<file path="config.mk">
export PLATFORM = sky130hd
export DESIGN_NAME = rpa_ram
export DESIGN_NICKNAME = d
export VERILOG_FILES = /design/src/hw/rtl/rpa_ram.sv
export SDC_FILE = /design/constraint.sdc
export NUM_CORES = 1
export LEC_CHECK = 0
export BUFFER_PORTS_ARGS = -buffer_cell sky130_fd_sc_hd__buf_2
export CORE_UTILIZATION = 40
export DETAILED_ROUTE_END_ITERATION = 12
export PLACE_DENSITY = 0.65
export SLEW_MARGIN = 20
export SYNTH_ARGS = -nofsm -noshare
export SYNTH_HDL_FRONTEND = slang
export SYNTH_SLANG_ARGS = --single-unit
</file>
<file path="constraint.sdc">
create_clock -name clk -period 5.1 [get_ports clk]
set_input_delay 1.02 -clock clk [delete_from_list [all_inputs] [get_ports clk]]
set_output_delay 1.02 -clock clk [all_outputs]
set_load 0.01 [all_outputs]
</file>
<file path="src/hw/rtl/rpa_ram.sv">
module rpa_ram #(
  parameter int WIDTH = 8,
  parameter int DEPTH = 16,
  parameter int AW    = $clog2(DEPTH)
) (
  input  logic             clk,
  input  logic             wr_en,
  input  logic [AW-1:0]    wr_addr,
  input  logic [WIDTH-1:0] wr_data,
  input  logic             rd_en,
  input  logic [AW-1:0]    rd_addr,
  output logic [WIDTH-1:0] rd_data
);

  logic [WIDTH-1:0] mem [DEPTH];

  always_ff @(posedge clk) begin
    if (wr_en) begin
      mem[wr_addr] <= wr_data;
    end
    if (rd_en) begin
      rd_data <= mem[rd_addr];
    end
  end

endmodule

</file>
Yosys cells after proc, flatten, opt, wreduce, memory -nomap -nowiden
Memory sizes are Yosys's and may differ from the RTL's. A register that Yosys moved wholly into a read port is not among the register bits.
Index checks and enable logic that the tools add are counted.
{"block": "op_classes", "n_mux": 2}
{"cell": "two-way mux 1 bit", "count": 2}
{"block": "totals", "ff_bits": 0, "ram_bits": 128, "inputBits": 19, "out_inout_bits": 8, "mem_count": 1}
{"memory": "mem", "words": 16, "word_bits": 8, "rd": 1, "rd_clocked_by_memory_dff": 1, "wr": 1, "line": "15", "rtl": "logic [WIDTH-1:0] mem [DEPTH];"}

Depth between registers and ports, before layout
{"block": "depth", "word_depth": 2, "depth_mapped": 5}

Least setup slack after synthesis
OpenSTA, ideal clock, no wires.
{"block": "synth_path", "kind": "input to register", "start": "input wr_addr[2]", "end": "memory mem[0][0], enable pin", "setup_ps": 383, "t_arrival_ps": 2130, "t_required_ps": 4717, "path_slack_ps": 2587, "stages": 2, "path_cell_list": "or3b_2 nor3_1"}
{"item": "start, declared", "line": "8", "rtl": "input logic [AW-1:0] wr_addr,"}
{"item": "end, declared", "line": "15"}
Straight into the memory's write port.

==> impl_results.md <==
* Worst reg2reg path startpoint: mem[0][0]
* Initial DRC count at 244
* Mapped Cells at 229
* WHS Endpoint: rd_data[5]
* Num CTS Buffers at 17
* Pleak at 0.00200 uW
* Buffers plus inverters on the worst setup path at 1
* Antenna violations before repair at 0
* # clock sinks at 136
* Vias in the first global route at 2437
* Layout Cells excl Fill at 452
* Sequential power share at 50.1%
* PwrDens at 415 nW/um^2
* Worst hold path cell count at 3
* CTS max path bufs at 2
* Placed insts at 421
* Fmax at 421 MHz
* Synth Warn # at 0
* I/O pin cnt at 27
* Area Growth Syn to Fin at 16.3%
* DRC viols at 0
* Syn Nets at 248
* Cell taking the most area after synthesis: edfxtp_1
* Die Y at 116 um
* Number of synthesized flops with an enable pin at 136
* Pins Over Slew Limit at 0
* GRT Total Usage at 16.1%
* Final GP Congestion at 0.715
* CP max stage delay at 0.64 ns
* Post-synthesis sequential area ratio at 78.1%
* Switch share at 20.3%
* Net Sw Power at 514 uW
* WL/cell at 21.4 um
* Mapped Area at 5230 sq um
* GRT met1 Usage at 21.2%
* Reg-to-reg endpoint: rd_data[0]
* Prevailing post-synth register cell: edfxtp_1
* P_int at 2010 uW
* Setup bufs post-CTS at 0
* Critical-path cell list: buf_4 > mux4_1 > a22oi_1 > nand2_1
* Ys async rst share at 0%
* Most used routing layer: met2
* GRT overflow at 0
* Total die area at 13500 sq um
* FP Rows at 41
* Die width at 116 um
* First-pass GRT wire length at 14.8 mm
* Post-DP HPWL at 6.12 mm
* # hold bufs at CTS at 0
* CP Capture Type: flop
* CTS tree: built
* Worst R2R Path Depth at 3
* Clock Power Share at 45.5%
* Max-Cap Viols at 0
* Relative slew margins at 34.1%
* Avg Cell Area, Syn at 22.8 sq um
* CTS root buffer: clkbuf_16
* Slew of the pin with the lowest slew margin at 0.985 ns
* Synth unique cells at 18
* Worst EP required at 5.26 ns
* Vias per cell at 5.34
* H-tree depth at 4
* Min-delay src: mem[12][5]
* Final Cycle Share at 46.6%
* Crit-path max FO at 32
* Post-layout util at 48.0%
* Arrival time worst endpoint at 2.53 ns
* Worst-path clk slew at 0.06 ns
* Drt first pass iters at 4
* WS Path Type: in -> reg
* Unrepaired setup endpoints after global routing: false
* Largest cells by area after synthesis: edfxtp_1 78%, mux4_2 7.8%, mux4_1 7.0%
* Largest net degree at the start of global routing at 33
* Post-CTS Resized at 0
* Final setup violation count at 0
* Clk_lat worst skew at 0.42 ns
* M3 GR Usage at 5.19%
* Most common library cells after synthesis: 136 x edfxtp_1, 18 x mux4_2, 16 x a22oi_1
* Vias at 2414
* Critical path depth at 4
* Top-area cell type share of the netlist area at 78.1%
* Min Tclk post-route at 2.37 ns
* Final hold viol count at 0
* Slowest CP cell: mux4_1
* Initial Utilization at 41.3%
* Layout Skew at 0.00660 ns
* Met2 usage at 25.1%
* Total Wirelength at 9.66 mm
* Final #Nets at 287
* Worst hold path class: reg -> reg
* VDD IR max at 0.264 mV
* Count leader, synth: edfxtp_1
* Family with the most delay on the worst path: multiplexers
* ANT nets after route at 0
* Port Buffers at 26
* Status: finished clean
* Fin Setup TNS at 0 ns
* Core area at 12700 sq um
* # diodes at 0
* Crit path launch type: primary input
* Worst reg-to-reg setup slack at 3.59 ns
* Share of cells above drive strength 1 at 27.9%
* Power share of the combinational group at 4.3%
* Post-synthesis register bit count at 136
==> power groups by stage <==
stage | registers, uW | logic [uW] | clock network [uW]
after floorplan | 1290 | 63.6 | 0
after global placement | 1290 | 109 | 0
after detailed placement | 1290 | 112 | 0
after CTS | 1270 | 112 | 1160
after global routing | 1270 | 120 | 1220
final | 1270 | 110 | 1150
==> sequential cells by signal, indices dropped and copies added, names as in the netlist <==
name and count:
mem 128, rd_data 8
==> worst register-to-register path, cell delays in order, from the launching register on <==
cell and delay, ns:
edfxtp_1 0.38, mux4_1 0.51, a22oi_1 0.27, nand2_1 0.11
==> layout make-up <==
cell class | count | area (sq um)
Fill cell | 1032 | 6590
Sequential cell | 136 | 4080
Multi-Input combinational cell | 83 | 1060
Clock buffer | 17 | 425
Tap cell | 172 | 215
Timing Repair Buffer | 30 | 163
Clock inverter | 14 | 135
==> per-stage QoR <==
stage	power (uW)	worst slack, ns	instance area [sq um]	hold slack (ns)
global route	2610	2.62	6080	0.773
finish	2530	2.73	6080	0.739
floorplan	1350	2.59	5230	0.705
detailed placement	1400	1.91	5520	0.731
global placement	1400	1.91	5520	0.718
CTS	2540	2.35	6080	0.737
==> worst max-delay path by stage <==
stage                     startpoint         end  slack (ns)
after floorplan           wr_addr[2]   mem[0][0]        2.59
after global routing      rd_addr[0]  rd_data[0]        2.62
final                     rd_addr[0]  rd_data[0]        2.73
after CTS                 rd_addr[0]  rd_data[0]        2.35
after global placement    rd_addr[0]  rd_data[4]        1.91
after detailed placement  rd_addr[0]  rd_data[0]        1.91
==> cell families (layout without fill, tap and decap cells) <==
group	Yosys count	after routing	synth area share [%]
compound gates	16	16	2.30
buf+inv	10	61	1.65
flops	136	136	78.1
mux	32	32	14.8
simple gates	35	35	3.14
==> cells in the final DEF, fill, tap and decap left out, types with 2 or more instances in the layout <==
| cell | Yosys | final |
|---|---|---|
| nand2_1 | 9 | 9 |
| bufinv_16 | 0 | 2 |
| nor2_1 | 13 | 13 |
| edfxtp_1 | 136 | 136 |
| clkinv_1 | 0 | 2 |
| clkinvlp_4 | 0 | 4 |
| clkinv_2 | 0 | 4 |
| nand3b_1 | 2 | 2 |
| buf_4 | 1 | 5 |
| nand2b_1 | 2 | 2 |
| a22oi_1 | 16 | 16 |
| nor3_1 | 4 | 4 |
| buf_2 | 3 | 25 |
| clkbuf_16 | 0 | 17 |
| mux4_1 | 14 | 14 |
| clkinv_4 | 0 | 2 |
| mux4_2 | 18 | 18 |
==> layer usage <==
metal  part of all wire (%)  vias to the layer above
met5                      0                        -
li1                       -                     1067
met4                    1.3                        0
met3                    5.2                       12
met2                     49                       63
met1                     44                     1272
No activity file was read; power rests on OpenSTA's default activity.
